**src/mit_motor_command_packer_assert.svh**
```systemverilog
// assertion macros shared by the command packer modules
`ifndef MIT_MOTOR_COMMAND_PACKER_ASSERT_SVH
`define MIT_MOTOR_COMMAND_PACKER_ASSERT_SVH

// condition holds at every clock edge outside reset
`define MCP_ASSERT_ALWAYS(label, cond, msg) \
   label: assert property (@(posedge clock) disable iff (reset) (cond)) \
      else $error(msg);

// consequence holds in the same cycle as the antecedent
`define MCP_ASSERT_IMPL(label, ante, cons, msg) \
   label: assert property (@(posedge clock) disable iff (reset) (ante) |-> (cons)) \
      else $error(msg);

// consequence holds in the cycle after the antecedent
`define MCP_ASSERT_NEXT(label, ante, cons, msg) \
   label: assert property (@(posedge clock) disable iff (reset) (ante) |=> (cons)) \
      else $error(msg);

`endif

```
**src/mcp_pkg.sv**
```systemverilog
// package of types and constants for the motor command packer
package mcp_pkg;

   localparam int REG_W         = 30;
   localparam int CSR_INDEX_W   = 3;
   localparam int SETPOINT_W    = 32;
   localparam int RANGE_W       = SETPOINT_W + 1;
   localparam int OFF_W         = 31;
   localparam int QUOT_W        = 16;
   localparam int POS_CODE_W    = 16;
   localparam int NARROW_CODE_W = 12;
   localparam int LANE_LATENCY  = QUOT_W + 2;
   localparam int LATENCY       = LANE_LATENCY + 1;

   localparam logic [REG_W-1:0] POSITION_LIMIT_RESET = REG_W'(819200);
   localparam logic [REG_W-1:0] VELOCITY_LIMIT_RESET = REG_W'(1966080);
   localparam logic [REG_W-1:0] TORQUE_LIMIT_RESET   = REG_W'(655360);
   localparam logic [REG_W-1:0] STIFFNESS_MIN_RESET  = REG_W'(0);
   localparam logic [REG_W-1:0] STIFFNESS_MAX_RESET  = REG_W'(32768000);
   localparam logic [REG_W-1:0] DAMPING_MIN_RESET    = REG_W'(0);
   localparam logic [REG_W-1:0] DAMPING_MAX_RESET    = REG_W'(327680);

   typedef enum logic [CSR_INDEX_W-1:0] {
      REG_POSITION_LIMIT = 3'd0,
      REG_VELOCITY_LIMIT = 3'd1,
      REG_TORQUE_LIMIT   = 3'd2,
      REG_STIFFNESS_MIN  = 3'd3,
      REG_STIFFNESS_MAX  = 3'd4,
      REG_DAMPING_MIN    = 3'd5,
      REG_DAMPING_MAX    = 3'd6
   } mcp_reg_index_type;

   typedef struct packed {
      logic signed [SETPOINT_W-1:0] target_position;
      logic signed [SETPOINT_W-1:0] target_velocity;
      logic signed [SETPOINT_W-1:0] stiffness_gain;
      logic signed [SETPOINT_W-1:0] damping_gain;
      logic signed [SETPOINT_W-1:0] feedforward_torque;
   } mcp_req_type;

   typedef struct packed {
      logic [7:0] byte0;
      logic [7:0] byte1;
      logic [7:0] byte2;
      logic [7:0] byte3;
      logic [7:0] byte4;
      logic [7:0] byte5;
      logic [7:0] byte6;
      logic [7:0] byte7;
   } mcp_rsp_type;

   typedef struct packed {
      logic [POS_CODE_W-1:0]    position;
      logic [NARROW_CODE_W-1:0] velocity;
      logic [NARROW_CODE_W-1:0] stiffness;
      logic [NARROW_CODE_W-1:0] damping;
      logic [NARROW_CODE_W-1:0] torque;
   } mcp_codes_type;

endpackage

```
**src/mcp_frame_pack.sv**
```systemverilog
// merge stage: packs the five lane codes into the eight byte frame
module mcp_frame_pack (
   input  logic                   clock,
   input  logic                   reset,
   input  logic                   valid_in,
   input  mcp_pkg::mcp_codes_type codes,
   output logic                   rsp_strobe,
   output mcp_pkg::mcp_rsp_type   rsp_data
);

   mcp_pkg::mcp_rsp_type rsp_data_in;
   mcp_pkg::mcp_rsp_type rsp_data_ff;
   logic                 rsp_strobe_ff;

   always_comb begin
      rsp_data_in.byte0 = codes.position[15:8];
      rsp_data_in.byte1 = codes.position[7:0];
      rsp_data_in.byte2 = codes.velocity[11:4];
      rsp_data_in.byte3 = {codes.velocity[3:0], codes.stiffness[11:8]};
      rsp_data_in.byte4 = codes.stiffness[7:0];
      rsp_data_in.byte5 = codes.damping[11:4];
      rsp_data_in.byte6 = {codes.damping[3:0], codes.torque[11:8]};
      rsp_data_in.byte7 = codes.torque[7:0];
   end

   always_ff @(posedge clock) begin
      rsp_data_ff <= rsp_data_in;
   end

   always_ff @(posedge clock) begin
      if (reset) begin
         rsp_strobe_ff <= 1'b0;
      end else begin
         rsp_strobe_ff <= valid_in;
      end
   end

   assign rsp_strobe = rsp_strobe_ff;
   assign rsp_data   = rsp_data_ff;

`include "mit_motor_command_packer_assert.svh"

   `MCP_ASSERT_NEXT(a_strobe_follows, valid_in, rsp_strobe, "frame strobe lost")

endmodule

```
**config.mk**
```make
export PLATFORM = sky130hd
export DESIGN_NAME = mcp_frame_pack
export DESIGN_NICKNAME = d
export VERILOG_FILES = /design/src/mcp_pkg.sv /design/src/mcp_frame_pack.sv
export VERILOG_INCLUDE_DIRS = /design/src /design/src/src
export SDC_FILE = /design/constraint.sdc
export NUM_CORES = 1
export LEC_CHECK = 0
export BUFFER_PORTS_ARGS = -buffer_cell sky130_fd_sc_hd__buf_4
export CORE_MARGIN = 1
export CORE_UTILIZATION = 34
export DETAILED_ROUTE_END_ITERATION = 6
export HOLD_SLACK_MARGIN = 0.02
export PLACE_DENSITY_LB_ADDON = 0.12
export REMOVE_ABC_BUFFERS = 1
export SETUP_SLACK_MARGIN = 0.5
export SYNTH_ARGS = -nofsm -noshare
export SYNTH_HDL_FRONTEND = slang
export SYNTH_SLANG_ARGS = --single-unit
```
**constraint.sdc**
```tcl
create_clock -name clock -period 0.8 [get_ports clock]
set_input_delay 0.16 -clock clock [delete_from_list [all_inputs] [get_ports clock]]
set_output_delay 0.16 -clock clock [all_outputs]
set_load 0.005 [all_outputs]
```
==> results.toml <==
[placed_design]
gp_congestion = 0.643
portBuffers = 131
pre_cts_slack_ns = 0.221
post_dp_cell_area_um2 = 2360

[job]
drv_cap = 0

[critical_path]
cpMaxStageDelayCell = "dfxtp_2"
cp.arrival_ns = 0.74
crit_path_cell_trace = "buf_6"
crit_required_ns = 0.64
cpPeakStageDelay_ns = 0.32
crit_family = "flip-flops"
cp-end-kind = "output port"
critPathMaxFanout = 1
worst-path-buf-inv = 1
crit_type = "reg -> out"
startpoint = "rsp_data[8]$_DFF_P_"
startpoint_type = "flip-flop"

[worst_hold_path]
holdPathStages = 1
whs_endpoint = "rsp_data[13]$_DFF_P_"
worstHoldStart = "codes[13]"
hp-class = "in -> reg"

[timing]
worst_slew_pin_slew_ns = 0.0949
period_needed_ns = 0.901
max_freq_mhz = 1110
period_share_pct = 113
finalHoldViolations = 64
finalMaxSlewViolations = 0
rsz0062_at_grt = "true"
holdWs_ns = -0.0551
relSlewSlack_pct = 93.7
fin_ws_ns = -0.101
final-setup-viol-count = 65

[synth]
yosys_warnings = 0
yosysSeqAreaShare_pct = 99.0
syn_avg_cell_area_um2 = 19.9
synth.area.top_cells = "dfxtp_1 (99%), nor2b_4 (1.0%)"
syn_area_um2 = 1320
yosysUniqueCellTypes = 2
synth_top_area_share_pct = 99.0
postSynthCellCount = 66
synth_top_area_cell = "dfxtp_1"
ys_ff_latch = 65

[cells_and_area]
layout_commonest_cell = "buf_4"
nFillCells = 265
syn_to_final_growth_pct = 109
multi_input_area_um2 = 13.8
fin_util_pct = 74.4
final_area_um2 = 2740
drive_above_1_share_pct = 86.9
seq_area_um2 = 1350
antenna_cells = 0
layout.nets = 275
layout_common_cells = "buf_4 (88), buf_6 (43), dfxtp_2 (39)"

[clock_tree]
postCtsSetupBuffers = 0
cts.sinks = 65
clkTransAtPathRegs_ns = 0.06
clockBufferDepth = 2
clockRootBuffer = "clkbuf_8"
cts_inserted_buffers = 9
cts_tree = "done"
htree_levels = 3

[floorplan]
chipWidth_um = 64.2
start_util_pct = 35.7
dieArea_um2 = 4120
core-area_um2 = 3690
die_h_um = 64.2
pin_count = 132
rows = 22

[global_routing]
grt_pass1_wl_mm = 4.28
grtUsageTotal_pct = 14.5
grt_pass1_vias = 992
overflow = 0
grt_max_degree = 11
antenna_found_initial = 0

[routing]
vias = 997
wirelength_mm = 3.07
drc = 0
ant_nets = 0
wl_per_cell_um = 11.8
drt_iter0_drc = 27
via_per_inst = 3.82
firstDrtPassIters = 3

[power]
p_leak_nw = 1.33
power_density_nw_per_um2 = 2340
ir_worst_vdd_mv = 1.38

[outcome]
violations = "negative hold slack, negative setup slack"
status = "finished with violations"
cell type report:
type	count	share of cell area (%)
multi-input combinational	1	0.502
clock inverter	3	0.547
sequential	65	49.2
timing repair buffer	131	41.7
tap	48	2.19
clock buffer	13	5.79
routing by layer:
metal | share of wire, % | up-vias | GRT usage [%] | wire length, µm
li1 | - | 486 | - | -
met1 | 31 | 439 | 12.7 | 942
met2 | 58 | 70 | 27.1 | 1790
met3 | 10 | 2 | 6.07 | 317
met4 | 0.68 | 0 | 8.33 | 21
met5 | 0 | - | 0 | 0
registers in the layout, indices dropped and copies added, names as in the netlist:
register	flops
rsp_data	64
rsp_strobe	1
Yosys cell counts:
cell,n
dfxtp_1,65
nor2b_4,1
stage by stage:
step,power [mW],instances,TNS [ns]
finish,6.43,261,-5.95
global route,6.72,261,-8.05
CTS,6.44,261,-7.26
detailed placement,4.06,245,0
global placement,4.05,245,0
floorplan,3.56,66,0
how the worst max path moves through the flow:
stage / cells after the start / to / slack (ns)
floorplan: 0 / rsp_data[0] / 0.34
global placement: 1 / rsp_data[4] / 0.23
finish: 1 / rsp_data[8] / -0.10
CTS: 1 / rsp_data[37] / -0.12
global route: 1 / rsp_data[58] / -0.14
detailed placement: 1 / rsp_data[37] / 0.22
logic make-up after synthesis:
group            after synthesis  share of synthesized area (%)
flip-flops                    65                           99.0
AND/OR/NAND/NOR                1                           1.05
power by group:
part / total, mW / switching [mW] / leakage [nW] / internal (mW)
Sequential: 3.50 / 0.0668 / 0.549 / 3.43
Combinational: 0.591 / 0.125 / 0.691 / 0.466
Clock: 2.33 / 1.05 / 0.0932 / 1.28
timing repair:
| item | 4_1_cts | 5_1_grt |
|---|---|---|
| resized for setup | 24 | 58 |
| pin swaps | 0 | 0 |
| setup endpoints to repair | 65 | 65 |
| hold endpoints to repair | 65 | 65 |
| gates cloned | 0 | 0 |
Note: power is estimated with default switching activity, not from simulation.
