### src/mit_motor_command_packer_assert.svh
// assertion macros shared by the command packer modules
`ifndef MIT_MOTOR_COMMAND_PACKER_ASSERT_SVH
`define MIT_MOTOR_COMMAND_PACKER_ASSERT_SVH

// condition holds at every clock edge outside reset
`define MCP_ASSERT_ALWAYS(label, cond, msg) \
   label: assert property (@(posedge clock) disable iff (reset) (cond)) \
      else $error(msg);

// consequence holds in the same cycle as the antecedent
`define MCP_ASSERT_IMPL(label, ante, cons, msg) \
   label: assert property (@(posedge clock) disable iff (reset) (ante) |-> (cons)) \
      else $error(msg);

// consequence holds in the cycle after the antecedent
`define MCP_ASSERT_NEXT(label, ante, cons, msg) \
   label: assert property (@(posedge clock) disable iff (reset) (ante) |=> (cons)) \
      else $error(msg);

`endif

### src/mcp_pkg.sv
// package of types and constants for the motor command packer
package mcp_pkg;

   localparam int REG_W         = 30;
   localparam int CSR_INDEX_W   = 3;
   localparam int SETPOINT_W    = 32;
   localparam int RANGE_W       = SETPOINT_W + 1;
   localparam int OFF_W         = 31;
   localparam int QUOT_W        = 16;
   localparam int POS_CODE_W    = 16;
   localparam int NARROW_CODE_W = 12;
   localparam int LANE_LATENCY  = QUOT_W + 2;
   localparam int LATENCY       = LANE_LATENCY + 1;

   localparam logic [REG_W-1:0] POSITION_LIMIT_RESET = REG_W'(819200);
   localparam logic [REG_W-1:0] VELOCITY_LIMIT_RESET = REG_W'(1966080);
   localparam logic [REG_W-1:0] TORQUE_LIMIT_RESET   = REG_W'(655360);
   localparam logic [REG_W-1:0] STIFFNESS_MIN_RESET  = REG_W'(0);
   localparam logic [REG_W-1:0] STIFFNESS_MAX_RESET  = REG_W'(32768000);
   localparam logic [REG_W-1:0] DAMPING_MIN_RESET    = REG_W'(0);
   localparam logic [REG_W-1:0] DAMPING_MAX_RESET    = REG_W'(327680);

   typedef enum logic [CSR_INDEX_W-1:0] {
      REG_POSITION_LIMIT = 3'd0,
      REG_VELOCITY_LIMIT = 3'd1,
      REG_TORQUE_LIMIT   = 3'd2,
      REG_STIFFNESS_MIN  = 3'd3,
      REG_STIFFNESS_MAX  = 3'd4,
      REG_DAMPING_MIN    = 3'd5,
      REG_DAMPING_MAX    = 3'd6
   } mcp_reg_index_type;

   typedef struct packed {
      logic signed [SETPOINT_W-1:0] target_position;
      logic signed [SETPOINT_W-1:0] target_velocity;
      logic signed [SETPOINT_W-1:0] stiffness_gain;
      logic signed [SETPOINT_W-1:0] damping_gain;
      logic signed [SETPOINT_W-1:0] feedforward_torque;
   } mcp_req_type;

   typedef struct packed {
      logic [7:0] byte0;
      logic [7:0] byte1;
      logic [7:0] byte2;
      logic [7:0] byte3;
      logic [7:0] byte4;
      logic [7:0] byte5;
      logic [7:0] byte6;
      logic [7:0] byte7;
   } mcp_rsp_type;

   typedef struct packed {
      logic [POS_CODE_W-1:0]    position;
      logic [NARROW_CODE_W-1:0] velocity;
      logic [NARROW_CODE_W-1:0] stiffness;
      logic [NARROW_CODE_W-1:0] damping;
      logic [NARROW_CODE_W-1:0] torque;
   } mcp_codes_type;

endpackage

### src/mcp_lane.sv
// one scaling lane: clamp, numerator build and pipelined restoring divider
module mcp_lane #(
   parameter int CODE_BITS = mcp_pkg::NARROW_CODE_W
) (
   input  logic                                clock,
   input  logic                                reset,
   input  logic                                valid_in,
   input  logic signed [mcp_pkg::SETPOINT_W-1:0] x,
   input  logic signed [mcp_pkg::RANGE_W-1:0]    lo,
   input  logic signed [mcp_pkg::RANGE_W-1:0]    hi,
   output logic                                valid_out,
   output logic [CODE_BITS-1:0]                code
);

   localparam int STEPS = mcp_pkg::QUOT_W;
   localparam int OFF_W = mcp_pkg::OFF_W;
   localparam int NUM_W = OFF_W + STEPS;

   // clamp stage
   logic signed [mcp_pkg::RANGE_W-1:0] xe;
   logic signed [mcp_pkg::RANGE_W-1:0] xc;
   logic signed [mcp_pkg::RANGE_W-1:0] off_full;
   logic signed [mcp_pkg::RANGE_W-1:0] span_full;
   logic                               empty;
   logic [OFF_W-1:0]                   off_in;
   logic [OFF_W-1:0]                   off_ff;
   logic [OFF_W-1:0]                   span_a_in;
   logic [OFF_W-1:0]                   span_a_ff;
   logic                               va_ff;

   always_comb begin
      xe        = {x[mcp_pkg::SETPOINT_W-1], x};
      empty     = (hi <= lo);
      if (xe < lo) begin
         xc = lo;
      end else if (xe > hi) begin
         xc = hi;
      end else begin
         xc = xe;
      end
      off_full  = xc - lo;
      span_full = hi - lo;
      // empty range gives a zero numerator over a span of one
      off_in    = empty ? '0 : off_full[OFF_W-1:0];
      span_a_in = empty ? OFF_W'(1) : span_full[OFF_W-1:0];
   end

   always_ff @(posedge clock) begin
      off_ff    <= off_in;
      span_a_ff <= span_a_in;
   end

   always_ff @(posedge clock) begin
      if (reset) begin
         va_ff <= 1'b0;
      end else begin
         va_ff <= valid_in;
      end
   end

   // numerator stage: off * (2^bits - 1)
   logic [NUM_W-1:0] off_ext;
   logic [NUM_W-1:0] num_in;

   logic [OFF_W-1:0] r_ff    [0:STEPS];
   logic [STEPS-1:0] low_ff  [0:STEPS];
   logic [STEPS-1:0] q_ff    [0:STEPS];
   logic [OFF_W-1:0] span_ff [0:STEPS];
   logic             v_ff    [0:STEPS];

   always_comb begin
      off_ext = NUM_W'(off_ff);
      num_in  = (off_ext << CODE_BITS) - off_ext;
   end

   always_ff @(posedge clock) begin
      r_ff[0]    <= num_in[NUM_W-1:STEPS];
      low_ff[0]  <= num_in[STEPS-1:0];
      q_ff[0]    <= '0;
      span_ff[0] <= span_a_ff;
   end

   always_ff @(posedge clock) begin
      if (reset) begin
         v_ff[0] <= 1'b0;
      end else begin
         v_ff[0] <= va_ff;
      end
   end

   // one quotient bit per stage
   for (genvar i = 0; i < STEPS; i++) begin : g_step
      logic [OFF_W:0]   trial;
      logic [OFF_W:0]   diff;
      logic             ge;
      logic [OFF_W-1:0] r_in;

      always_comb begin
         trial = {r_ff[i], low_ff[i][STEPS-1]};
         diff  = trial - {1'b0, span_ff[i]};
         ge    = (trial >= {1'b0, span_ff[i]});
         r_in  = ge ? diff[OFF_W-1:0] : trial[OFF_W-1:0];
      end

      always_ff @(posedge clock) begin
         r_ff[i+1]    <= r_in;
         low_ff[i+1]  <= {low_ff[i][STEPS-2:0], 1'b0};
         q_ff[i+1]    <= {q_ff[i][STEPS-2:0], ge};
         span_ff[i+1] <= span_ff[i];
      end

      always_ff @(posedge clock) begin
         if (reset) begin
            v_ff[i+1] <= 1'b0;
         end else begin
            v_ff[i+1] <= v_ff[i];
         end
      end
   end

   assign valid_out = v_ff[STEPS];
   assign code      = q_ff[STEPS][CODE_BITS-1:0];

`include "mit_motor_command_packer_assert.svh"

   `MCP_ASSERT_IMPL(a_rem_below_span, valid_out, r_ff[STEPS] < span_ff[STEPS], "remainder not below span")
   `MCP_ASSERT_IMPL(a_code_fits, valid_out, (q_ff[STEPS] >> CODE_BITS) == '0, "quotient exceeds code width")

endmodule

### config.mk
export PLATFORM = sky130hd
export DESIGN_NAME = mcp_lane
export DESIGN_NICKNAME = d
export VERILOG_FILES = /design/src/mcp_pkg.sv /design/src/mcp_lane.sv
export VERILOG_INCLUDE_DIRS = /design/src /design/src/src
export SDC_FILE = /design/constraint.sdc
export NUM_CORES = 2
export LEC_CHECK = 0
export BUFFER_PORTS_ARGS = -buffer_cell sky130_fd_sc_hd__buf_2
export CORE_ASPECT_RATIO = 1.25
export CORE_UTILIZATION = 35
export DETAILED_ROUTE_END_ITERATION = 16
export PLACE_DENSITY = 0.45
export SLEW_MARGIN = 20
export SYNTH_ARGS = -nofsm -noshare
export SYNTH_HDL_FRONTEND = slang
export SYNTH_SLANG_ARGS = --single-unit
### constraint.sdc
create_clock -name clock -period 18.15 [get_ports clock]
set_clock_uncertainty 0.1 [all_clocks]
set_input_delay 1.815 -clock clock [delete_from_list [all_inputs] [get_ports clock]]
set_output_delay 1.815 -clock clock [all_outputs]
set_load 0.01 [all_outputs]
==> reports/results.ini <==
[critical_path]
crit_slowest_cell=or4_1
crit_type=input port to flop
cp_max_fo=29
slowest_delay_ns=0.63
critPathLaunch=hi[24]
rr_startpoint=low_ff[0][95]
required_ns=18.72
end_kind=flop
startpoint_type=input port
crit_arrival_ns=8.19
cp_common_cell=o21ai_0

[floorplanning]
num_io_pins=114
core_um2=178000
start_util_pct=35.3
die_h_um=476
die-area_um2=181000
die_x_um=381
fp-row-count=173

[clock_tree]
hold_buffers=0
post_cts.repair.setup_buffers=0
cts_tree=yes
numCtsBuffers=143
clock_latency_ns=0.80
clk_pin_slew_worst_paths_ns=0.06
clockBufferDepth=3
cts.sinks=1283
post_cts_resized=0
cts.htree.levels=4
clock-root-buffer=clkbuf_16

[drt]
wl_um=161000
dr_wl_met3_um=3630
wl_met2_um=91800
first_pass_iters=7
drtAntennaViolNets=0
vias=46400
vias_per_cell=4.94
route.layer.met1.wl_um=57800
wl_per_cell_um=17.2
drcViolationCount=0
drt_iter0_markers=1605
dr.max_layer_used=met4

[sta]
hold_slack_ns=0.191
worst_pin_slew_ns=1.08
slew_violations=0
relSlewSlack_pct=27.3
final_hold_viol_count=0
setup_viol_count_final=0
fin_crit_sh_pct=42.0
fmax_mhz=131
rsz0062_at_grt=false
fin_crit_ns=7.62
fin_tns_setup_ns=0

[place]
io_buffers=113
place_inst=9140
gp_congestion=0.872
dp_hpwl_um=131000

[hold_path]
hp-start=low_ff[0][3]
hp-class=flop to flop

[synthesis]
yosysSeqAreaShare_pct=40.9
syn-instance-count=6774
syn-cell-area_um2=62800
synth_top_cell_area_share_pct=40.9
synth_nets=7537
synth_top_cell_by_area=dfxtp_1
synth_commonest_cells=1283 x dfxtp_1, 725 x inv_1, 645 x ha_1
yosysMostFrequentCell=dfxtp_1
syn_area_per_cell_um2=9.27
synthFlopType=dfxtp_1
synth_cell_types=97
yosys-top-cells-area=dfxtp_1 41%, ha_1 13%, inv_1 4.3%
synth_edf_count=0
synthArstFlopShare_pct=0
synth_seq_cells=1283
ys_warn_count=0

[finish]
fillCellCount=17600
finalNonFillerCells=9397
drive_gt1_share_pct=8.94
area_growth_pct=13.0
fin_nets=7686

[global_routing]
grt_use_total_pct=17.7
grt_max_degree=62
grt_pass1_vias=48100
grt_pass1_wl_um=254000
overflow=0
antenna_found_initial=2

[status]
outcome=completed

[run]
cap_violations=0

[per-stage QoR]
step / cell area (um^2) / utilization (%) / setup slack (ns)
floorplan: 62800 / - / 11.15
global placement: 65900 / 37.1 / 9.64
detailed placement: 65900 / 37.1 / 9.71
CTS: 71000 / 39.9 / 10.59
global route: 71000 / 39.9 / 10.10
finish: 71000 / 39.9 / 10.53
[kinds of logic after synthesis]
group | synth area share [%]
AO/OA/AOI/OAI | 17.6
XOR/XNOR | 6.34
adder cells (fa/ha/maj) | 13.4
buffers and inverters | 5.37
flip-flops | 40.9
multiplexers | 4.87
AND/OR/NAND/NOR | 11.5
[worst max-delay path, delay by kind of cell]
| family | cells | cell delay (ns) |
|---|---|---|
| AOI/OAI and AO/OA | 11 | 2.50 |
| adders and majority gates | 3 | 0.90 |
| buffers and inverters | 4 | 0.51 |
| xor gates and xnor gates | 1 | 0.16 |
| and+or+nand+nor | 7 | 2.27 |
[final timing paths]
| kind | endpoint | slack (ns) | cells past startpoint |
|---|---|---|---|
| worst max-delay path | off_ff[28] | 10.53 | 26 |
| worst max register to register | r_ff[0][196] | 13.42 | 13 |
| worst min-delay path | low_ff[0][20] | 0.19 | 0 |
| worst min register to register | low_ff[0][20] | 0.19 | 0 |
[cell usage in the layout, fill, tap and decap left out, types with 62 or more instances in the layout]
| cell type | Yosys | layout |
|---|---|---|
| buf_2 | 33 | 113 |
| xor2_1 | 164 | 164 |
| nand2b_1 | 76 | 76 |
| nand3_1 | 111 | 111 |
| a21o_1 | 267 | 266 |
| nand2_1 | 424 | 424 |
| clkbuf_16 | 0 | 143 |
| o21ai_0 | 400 | 400 |
| inv_1 | 725 | 725 |
| nor2_1 | 396 | 396 |
| ha_1 | 645 | 645 |
| o21bai_1 | 63 | 62 |
| xnor2_1 | 291 | 291 |
| o21a_1 | 88 | 87 |
| a21oi_1 | 502 | 502 |
| nor2b_1 | 87 | 87 |
| mux2_2 | 193 | 193 |
| nor3_1 | 101 | 101 |
| nand4_1 | 66 | 66 |
| dfxtp_1 | 1283 | 1283 |
[registers in the layout, summed over array words and instances, names as in the netlist]
| register | count |
|---|---|
| r_ff | 493 |
| v_ff | 17 |
| va_ff | 1 |
| q_ff | 78 |
| low_ff | 136 |
| span_a_ff | 31 |
| span_ff | 496 |
| off_ff | 31 |
[routing by layer]
layer	vias up	track usage, %
li1	23900	-
met1	21700	16.1
met2	550	37.2
met3	337	2.52
met4	0	8.70
met5	-	0
[area by class of cell]
| class | instances | area, um^2 | area share [%] |
|---|---|---|---|
| timing repair buffer | 132 | 708 | 0.998 |
| inverter | 726 | 2730 | 3.84 |
| tap | 2362 | 2960 | 4.16 |
| sequential | 1283 | 25700 | 36.2 |
| clock buffer | 201 | 4100 | 5.77 |
| clock inverter | 55 | 958 | 1.35 |
| antenna | 1 | 2.50 | 0.00353 |
| multi-input combinational | 4637 | 33900 | 47.7 |
Power is left out: the tool's default activity adds up to more than one toggle a clock period on the data nets, which glitch-free logic cannot reach.
